==> config.mk <==
export PLATFORM = sky130hd
export DESIGN_NAME = arp_cache_table
export DESIGN_NICKNAME = d
export VERILOG_FILES = /design/src/design/arpc_pkg.sv /design/src/design/arpc_cell.sv /design/src/design/arp_cache_table.sv
export SDC_FILE = /design/constraint.sdc
export NUM_CORES = 2
export LEC_CHECK = 0
export BUFFER_PORTS_ARGS = -buffer_cell sky130_fd_sc_hd__buf_2
export CORE_AREA = 3 3 435 437
export CTS_CLUSTER_SIZE = 16
export DETAILED_ROUTE_END_ITERATION = 8
export DIE_AREA = 0 0 438 440
export PLACE_DENSITY_LB_ADDON = 0.05
export SETUP_SLACK_MARGIN = 0.05
export SKIP_LAST_GASP = 1
export SLEW_MARGIN = 30
export SYNTH_ARGS = -nofsm -noshare
export SYNTH_HDL_FRONTEND = slang
export SYNTH_SLANG_ARGS = --single-unit
export TNS_END_PERCENT = 100
==> constraint.sdc <==
create_clock -name aclk -period 5.2 [get_ports aclk]
set_input_delay 0.52 -clock aclk [delete_from_list [all_inputs] [get_ports aclk]]
set_output_delay 0.52 -clock aclk [all_outputs]
set_load 0.02 [all_outputs]
==> src/design/arpc_pkg.sv <==
// arpc_pkg: shared types and constants for the ARP cache table.
// No dependencies; used by arpc_cell and arp_cache_table.
package arpc_pkg;

    localparam int unsigned DEFAULT_ENTRIES = 16;

    localparam logic [15:0] HW_ETHERNET = 16'h0001;
    localparam logic [15:0] PROTO_IPV4  = 16'h0800;
    localparam logic [15:0] OP_REQUEST  = 16'h0001;

    localparam logic CMD_LOOKUP = 1'b0;
    localparam logic CMD_LEARN  = 1'b1;

    // Request token walking the chain, one cell per cycle.
    typedef struct packed {
        logic        active;  // token present
        logic        learn;   // learn request, else lookup
        logic        done;    // matched (lookup) or written / blocked (learn)
        logic        bad;     // learn rejected on type check
        logic        reply;   // reply to be sent
        logic [31:0] ip;      // address to match or to store
        logic [47:0] mac;     // learn: sender MAC; lookup: found MAC or 0
    } token_t;

endpackage

==> src/design/arpc_cell.sv <==
// arpc_cell: one table entry plus the token register toward the next cell.
// Depends on arpc_pkg.
module arpc_cell (
    input  logic              aclk,
    input  logic              aresetn,
    input  arpc_pkg::token_t  tok_in,
    output arpc_pkg::token_t  tok_out
);

    logic             valid_reg, valid_next;
    logic [31:0]      ip_reg;
    logic [47:0]      mac_reg;
    arpc_pkg::token_t tok_reg, tok_next;
    logic             match, wr;

    always_comb begin
        match = tok_in.active && !tok_in.done && !tok_in.learn
                && valid_reg && (ip_reg == tok_in.ip);
        wr    = tok_in.active && !tok_in.done && tok_in.learn && !valid_reg;
        tok_next = tok_in;
        if (match) begin
            tok_next.done = 1'b1;
            tok_next.mac  = mac_reg;
        end
        if (wr) begin
            tok_next.done = 1'b1;
        end
        valid_next = valid_reg | wr;
    end

    always_ff @(posedge aclk) begin
        if (!aresetn) begin
            valid_reg <= 1'b0;
            tok_reg   <= '0;
        end else begin
            valid_reg <= valid_next;
            tok_reg   <= tok_next;
        end
    end

    always_ff @(posedge aclk) begin
        if (wr) begin
            ip_reg  <= tok_in.ip;
            mac_reg <= tok_in.mac;
        end
    end

    assign tok_out = tok_reg;

endmodule

==> src/design/arp_cache_table.sv <==
// arp_cache_table: top level of the ARP cache, a row of entry cells.
// Depends on arpc_pkg and arpc_cell.
//
// ARP cache of TABLE_ENTRIES entries held in a row of cells. One request is
// in flight at a time: an accepted request becomes a token that walks the
// cells, one per clock, and the lowest-numbered cell that fits (first valid
// match for a lookup, first free entry for a learn) claims it. The token
// passes the entry register, every cell and a pending register, then enters
// the output register once that is free. s_tready rises again as soon as
// the result moves to the output register, so the next request can be
// accepted while the result still waits for m_tready. Reset clears every
// valid mark at once; no clearing pass is needed. Learns with wrong
// hardware/protocol type store nothing; duplicates are stored again and
// lookups return the lowest match. local_address is written through
// cfg_we/cfg_wdata; the user must do so while the block is idle (unenforced).
module arp_cache_table #(
    parameter int unsigned TABLE_ENTRIES = arpc_pkg::DEFAULT_ENTRIES
) (
    input  logic         aclk,
    input  logic         aresetn,
    // configuration: local_address
    input  logic         cfg_we,
    input  logic [31:0]  cfg_wdata,
    // request channel
    input  logic         s_tvalid,
    output logic         s_tready,
    // tdata from bit 0: ip_addr[31:0], mac_addr[47:0], hw_type[15:0],
    // proto_type[15:0], arp_opcode[15:0], target_addr[31:0]
    input  logic [159:0] s_tdata,
    // tuser: cmd (0 lookup, 1 learn)
    input  logic         s_tuser,
    // result channel
    output logic         m_tvalid,
    input  logic         m_tready,
    // tdata from bit 0: hit, mac_out[47:0], need_request, stored, bad_type,
    // need_reply, 3 zero bits
    output logic [55:0]  m_tdata
);

    logic [31:0] local_reg;

    // request field split
    logic [31:0] in_ip;
    logic [47:0] in_mac;
    logic [15:0] in_hw, in_proto, in_op;
    logic [31:0] in_target;
    logic        type_bad;

    assign in_ip     = s_tdata[31:0];
    assign in_mac    = s_tdata[79:32];
    assign in_hw     = s_tdata[95:80];
    assign in_proto  = s_tdata[111:96];
    assign in_op     = s_tdata[127:112];
    assign in_target = s_tdata[159:128];
    assign type_bad  = (in_hw != arpc_pkg::HW_ETHERNET) || (in_proto != arpc_pkg::PROTO_IPV4);

    // control
    logic busy_reg, busy_next;
    logic pend_reg, pend_next;
    logic mvalid_reg, mvalid_next;
    logic accept, out_free, load_out;

    arpc_pkg::token_t tok [0:TABLE_ENTRIES];
    arpc_pkg::token_t tok0_reg, tok0_next;
    arpc_pkg::token_t pend_tok_reg;
    logic [55:0]      mdata_reg, mdata_next;

    assign accept   = s_tvalid && s_tready;
    assign s_tready = !busy_reg;
    assign out_free = !mvalid_reg || m_tready;
    assign load_out = pend_reg && out_free;

    // entry token: type check and reply decision are settled up front
    always_comb begin
        tok0_next        = tok0_reg;
        tok0_next.active = 1'b0;
        if (accept) begin
            tok0_next.active = 1'b1;
            tok0_next.learn  = (s_tuser == arpc_pkg::CMD_LEARN);
            tok0_next.bad    = (s_tuser == arpc_pkg::CMD_LEARN) && type_bad;
            // a rejected learn is marked done so no cell writes it
            tok0_next.done   = (s_tuser == arpc_pkg::CMD_LEARN) && type_bad;
            tok0_next.reply  = (s_tuser == arpc_pkg::CMD_LEARN) && !type_bad
                               && (in_op == arpc_pkg::OP_REQUEST)
                               && (in_target == local_reg);
            tok0_next.ip     = in_ip;
            tok0_next.mac    = (s_tuser == arpc_pkg::CMD_LEARN) ? in_mac : 48'd0;
        end
    end

    assign tok[0] = tok0_reg;

    genvar gi;
    generate
        for (gi = 0; gi < TABLE_ENTRIES; gi++) begin : g_cell
            arpc_cell u_cell (
                .aclk    (aclk),
                .aresetn (aresetn),
                .tok_in  (tok[gi]),
                .tok_out (tok[gi+1])
            );
        end
    endgenerate

    // result formatting from the pending token
    always_comb begin
        mdata_next = mdata_reg;
        if (load_out) begin
            mdata_next        = '0;
            mdata_next[0]     = !pend_tok_reg.learn && pend_tok_reg.done;
            mdata_next[48:1]  = (!pend_tok_reg.learn && pend_tok_reg.done)
                                ? pend_tok_reg.mac : 48'd0;
            mdata_next[49]    = !pend_tok_reg.learn && !pend_tok_reg.done;
            mdata_next[50]    = pend_tok_reg.learn && pend_tok_reg.done
                                && !pend_tok_reg.bad;
            mdata_next[51]    = pend_tok_reg.learn && pend_tok_reg.bad;
            mdata_next[52]    = pend_tok_reg.learn && pend_tok_reg.reply;
        end
    end

    always_comb begin
        busy_next   = busy_reg;
        pend_next   = pend_reg;
        mvalid_next = mvalid_reg;
        if (accept) begin
            busy_next = 1'b1;
        end
        if (tok[TABLE_ENTRIES].active) begin
            pend_next = 1'b1;
        end
        if (mvalid_reg && m_tready) begin
            mvalid_next = 1'b0;
        end
        if (load_out) begin
            pend_next   = 1'b0;
            busy_next   = 1'b0;
            mvalid_next = 1'b1;
        end
    end

    always_ff @(posedge aclk) begin
        if (!aresetn) begin
            busy_reg   <= 1'b0;
            pend_reg   <= 1'b0;
            mvalid_reg <= 1'b0;
            tok0_reg   <= '0;
            local_reg  <= 32'd0;
        end else begin
            busy_reg   <= busy_next;
            pend_reg   <= pend_next;
            mvalid_reg <= mvalid_next;
            tok0_reg   <= tok0_next;
            if (cfg_we) begin
                local_reg <= cfg_wdata;
            end
        end
    end

    always_ff @(posedge aclk) begin
        mdata_reg <= mdata_next;
        if (tok[TABLE_ENTRIES].active) begin
            pend_tok_reg <= tok[TABLE_ENTRIES];
        end
    end

    assign m_tvalid = mvalid_reg;
    assign m_tdata  = mdata_reg;

endmodule

### After elaboration in Yosys (flattened, before gate mapping)

Cells that the tools add are included.

* register bits: 2848
* input bits: 198

* equal/unequal tests: 20
* multiplexer cells: 52
* bitwise logic cells: 17
* reductions and logical operators: 167

Operators with widths (count)
* 48-bit two-way mux: 17
* 32-bit == test: 17
* 1-bit logical AND: 109
* 85-bit two-way mux: 1
* 1-bit logical NOT: 54
* 1-bit two-way mux: 34
* 16-bit by 1-bit == test with 1-bit output, second input constant: 1
* 16-bit by 1-bit != test with 1-bit output, second input constant: 1
* 16-bit by 12-bit != test with 1-bit output, second input constant: 1
* 1-bit bitwise OR: 16
* 1-bit logical OR: 2
* 2-bit nonzero test: 1
* 2-bit OR reduction: 1
* 1-bit inverter: 1

### Depth between registers and ports, before layout

* depth in word-level cells: 7
* depth in mapped cells: 8
* mapped depth without buffers: 5

### By module

A second synthesis with hierarchy kept.

* cells, all modules: 7351
* area, all modules: 99242.7 µm²

Modules (own cells, without submodules)
* arpc_cell: times used 16, cells each 415, area each 5676.7 µm², seq. area each 4124.0 µm²
* arp_cache_table: times used 1, cells each 711, area each 8415.6 µm², seq. area each 5535.3 µm²

### Least setup slack after synthesis

Ideal clock, no wire load.

* kind: register -> register
* from: register tok[1441] (netlist name)
* to: register g_cell[0].u_cell.ip_reg[0] (enable)
* setup time: 0.520 ns
* arrival time: 3.857 ns
* data required time: 4.680 ns
* slack: 0.822 ns
* cell stages (with the launch flop): 3
* clock period less this slack: 4.378 ns
* cells stage by stage: dfxtp_1 nand3b_1 nor2_1

RTL lines
* end signal: assignment: line arpc_cell.sv:43 `ip_reg <= tok_in.ip;`
* end: declaration: line arpc_cell.sv:11 `logic [31:0] ip_reg;`

### Worst setup path after layout

* from: register g_cell[10].u_cell.ip_reg[13]
* to: register g_cell[10].u_cell.tok_reg (netlist bit g_cell[10].u_cell.tok_out[18])

* longest elaborated chain between the ends: 3

Ends and longest elaborated chain
* start: declaration: line arpc_cell.sv:11
* start signal: assignment: line arpc_cell.sv:43
* 32-bit == test: line arpc_cell.sv:18 `&& valid_reg && (ip_reg == tok_in.ip);`
* 1-bit logical AND: line arpc_cell.sv:18
* 48-bit two-way mux: line arpc_cell.sv:21 `if (match) begin`
* end signal: assignment: line arpc_cell.sv:37 `tok_reg <= tok_next;`
* end: declaration: line arpc_cell.sv:13 `arpc_pkg::token_t tok_reg, tok_next;`

Every way passes these cells.
A chain may end at the register's enable or synchronous reset.

==> run_results.csv <==
group,metric,value,unit
clock_tree,postCtsResizedCells,0,
drt,totalWireLength,240700,µm
logic_synthesis,seq_area_frac_synth,0.6966,
logic_synthesis,synth_seq_cells,2848,
global_route,groute.usage.overall,0.2446,
floorplan,die_area,0.1927,mm²
clock_tree,cts_tree,"yes",
clock_tree,post_cts_buffers,0,
critical_path,cp-start-kind,"flip-flop",
clock_tree,h-tree-depth,5,
critical_path,worst_ep_arrival_time,3.57,ns
timing,final.setup.tns,0,ns
logic_synthesis,avgSynthCellArea,13.47,µm²
placed_design,placed_area,0.1040,mm²
clock_tree,clk_latency,0.92,ns
drt,postRouteAntennaNets,0,
timing,rsz0062_at_grt,"false",
final_layout,fin_cells,10380,
timing,maxSlewViolCount,0,
timing,worst_pin_slew,1.231,ns
flow_run,maxCapViolations,0,
logic_synthesis,synth-edff-count,1385,
floorplan,die_w,438,µm
critical_path,critPathCaptureType,"flip-flop",
global_route,met1_usage,0.3232,
critical_path,r2r_setup_slack,2.44,ns
critical_path,r2r-start,"g_cell[10].u_cell.ip_reg[13]",
critical_path,crit_chain,"xor2_1 -> nor4_1 -> and4_1 -> buf_4 -> nand4_1 -> a21oi_1",
drt,vias,61460,
timing,final_hold_viol_count,0,
pwr,powerDensity,386.3,mW/mm²
critical_path,rr_endpoint,"g_cell[10].u_cell.tok_out[18]",
placed_design,place_inst,9720,
critical_path,path_max_fanout,49,
drt,firstDrtPassIters,6,
timing,final-setup-viol-count,0,
placed_design,io_buffers,252,
global_route,top_usage_layer,"met2",
outcome,status,"complete, no violations",
global_route,antenna_found_initial,4,
drt,post-route-drc-count,0,
final_layout,largest_reg_flops,1328,
timing,timing.final.crit_period,2.756,ns
pwr,leakagePower,40.67,nW
logic_synthesis,synth_area,0.1017,mm²
final_layout,num-nets-final,7866,
final_layout,drive_above_1_share,0.1233,
drt,wl_per_cell,23.20,µm
global_route,gr-usage-met2,0.4181,
clock_tree,numCtsBuffers,302,
drt,viasPerCell,5.923,
final_layout,utilization,0.6166,
worst_hold_path,holdPathEnd,"g_cell[1].u_cell.tok_out[80]",
global_route,grt_max_degree,237,
global_route,use_met3,0.03495,
clock_tree,clockRootBuffer,"clkbuf_16",
critical_path,path_class,"reg2reg",
final_layout,area_growth,12.37,%
critical_path,ff2ff_path_depth,6,
timing,clock_skew,0.04107,ns
clock_tree,clockBufferDepth,4,
critical_path,slowest_stage,"nor4_1",
floorplan,rows,158,
floorplan,coreArea,0.1854,mm²
global_route,grt_pass1_wl,371100,µm
logic_synthesis,synth_flop_cell,"dfxtp_1",
worst_hold_path,min_path_cells,2,
logic_synthesis,yosys_warnings,0,
drt,drtIter0Drc,5343,
worst_hold_path,hold_start,"aresetn",
timing,fmax,362.8,MHz
placed_design,dp_hpwl,145800,µm
logic_synthesis,ys_async_sr_fraction,0,
logic_synthesis,synth_cells,7555,
critical_path,slowest_delay,0.77,ns
floorplan,io_pins,256,
placed_design,gp_congestion,0.8265,
worst_hold_path,hold_class,"in2reg",
logic_synthesis,yosys.cell_types.count,35,
final_layout,fin_area,0.1143,mm²
critical_path,required,6.01,ns
clock_tree,clock_sinks,2848,
global_route,grt_pass1_vias,60780,
timing,period_share,0.5300,
timing,slew_headroom,0.1796,
clock_tree,path_clk_slew,0.06,ns
floorplan,start_util,0.5487,
pwr,ir_drop,0.2980,mV
floorplan,die_h,440,µm
global_route,grt_overflow_total,0,
-- kinds of logic (layout without fill, tap and decap cells) --
logic type      Yosys count  in the layout  synth area share
mux                      32             32          0.003148
xor+xnor                544            544           0.04683
simple gates           1751           1751            0.1093
buf+inv                 728           1063           0.03616
compound gates         1651           1651            0.1079
other cells               1              7        0.00003686
flops                  2848           2848            0.6966
-- routing by layer --
layer / up-vias / wire (µm)
li1: 28580 / -
met1: 30700 / 99010
met2: 1789 / 123300
met3: 388 / 11670
met4: 0 / 6707
met5: - / 0
-- final cells by class --
| class | count | area (µm²) |
|---|---|---|
| tap | 2480 | 3103 |
| multi-input combinational | 3981 | 27380 |
| inverter | 19 | 78.83 |
| clock buffer | 447 | 8547 |
| antenna | 4 | 10.01 |
| clock inverter | 81 | 521.8 |
| sequential | 2848 | 70880 |
| timing repair buffer | 516 | 3810 |
| fill | 14580 | 71100 |
-- cells in the final DEF (no fill, tap or decap), types with 17 or more instances in the layout --
cell type      instances
xor2_1               480
nor2_4                17
a21oi_1              803
clkinv_2              43
nor4_2                51
and2_1               609
buf_4                126
xnor2_1               64
inv_1                 18
dfxtp_1             1462
nand3_1               27
o31ai_1              669
buf_2                250
nor4_1                91
mux2i_1               32
clkinv_1              28
clkbuf_16            306
clkbuf_1             105
clkbuf_8              36
nand2b_1              18
nor2_1                56
o31ai_2               99
a22o_1                46
edfxtp_1            1385
dlygate4sd3_1        121
nand4_1              808
o22a_1                32
-- worst max-delay path, delay by kind of cell (launching register included) --
kind	cells	cell delay, ns
AOI/OAI and AO/OA	1	0.31
xor gates and xnor gates	1	0.16
buffers and inverters	1	0.50
DFF	1	0.38
and+or+nand+nor	3	1.29
-- through the flow --
step                      hold slack (ns)  total power, mW  setup WS, ns
after global routing              0.07282            45.61         2.367
after detailed placement           0.3887            24.73         2.428
after CTS                         0.04653            44.63         2.449
after global placement             0.3876            24.72         2.307
after floorplan                    0.3855            24.45        0.8224
final                             0.08376            44.16         2.444
-- timing repair --
| item | in CTS | in global routing |
|---|---|---|
| hold buffers | 121 | 0 |
| endpoints found under the hold margin | 116 | 0 |
| setup endpoints to repair | 0 | 0 |
-- report_power, final --
group	switching, mW	internal [mW]	total (mW)
registers	0.106	23.5	23.6
clock network	8.26	11.6	19.8
logic	0.492	0.273	0.764
-- worst max path at each step --
stage	start	end	slack [ns]	cells after the start
2_1_floorplan	tok[1441]	g_cell[0].u_cell.ip_reg[0]	0.82	2
3_3_place_gp	g_cell[0].u_cell.ip_reg[27]	g_cell[0].u_cell.tok_out[21]	2.31	6
3_5_place_dp	aresetn	g_cell[14].u_cell.tok_out[32]	2.43	5
4_1_cts	g_cell[10].u_cell.ip_reg[13]	g_cell[10].u_cell.tok_out[18]	2.45	6
5_1_grt	g_cell[4].u_cell.ip_reg[16]	g_cell[4].u_cell.tok_out[3]	2.37	6
6_report	g_cell[10].u_cell.ip_reg[13]	g_cell[10].u_cell.tok_out[18]	2.44	6
-- Yosys cell counts, drive strengths merged, types with 64 or more instances --
library cell / instances / area, µm²
xnor2: 64 / 560.5
a21oi: 803 / 4019
buf: 401 / 2440
edfxtp: 1385 / 41590
xor2: 480 / 4204
nor4: 142 / 1201
clkbuf: 308 / 1167
nand4: 808 / 5055
dfxtp: 1463 / 29290
nor2: 74 / 277.8
and2: 611 / 3822
o31ai: 768 / 6261
(Power assumes the default switching activity.)
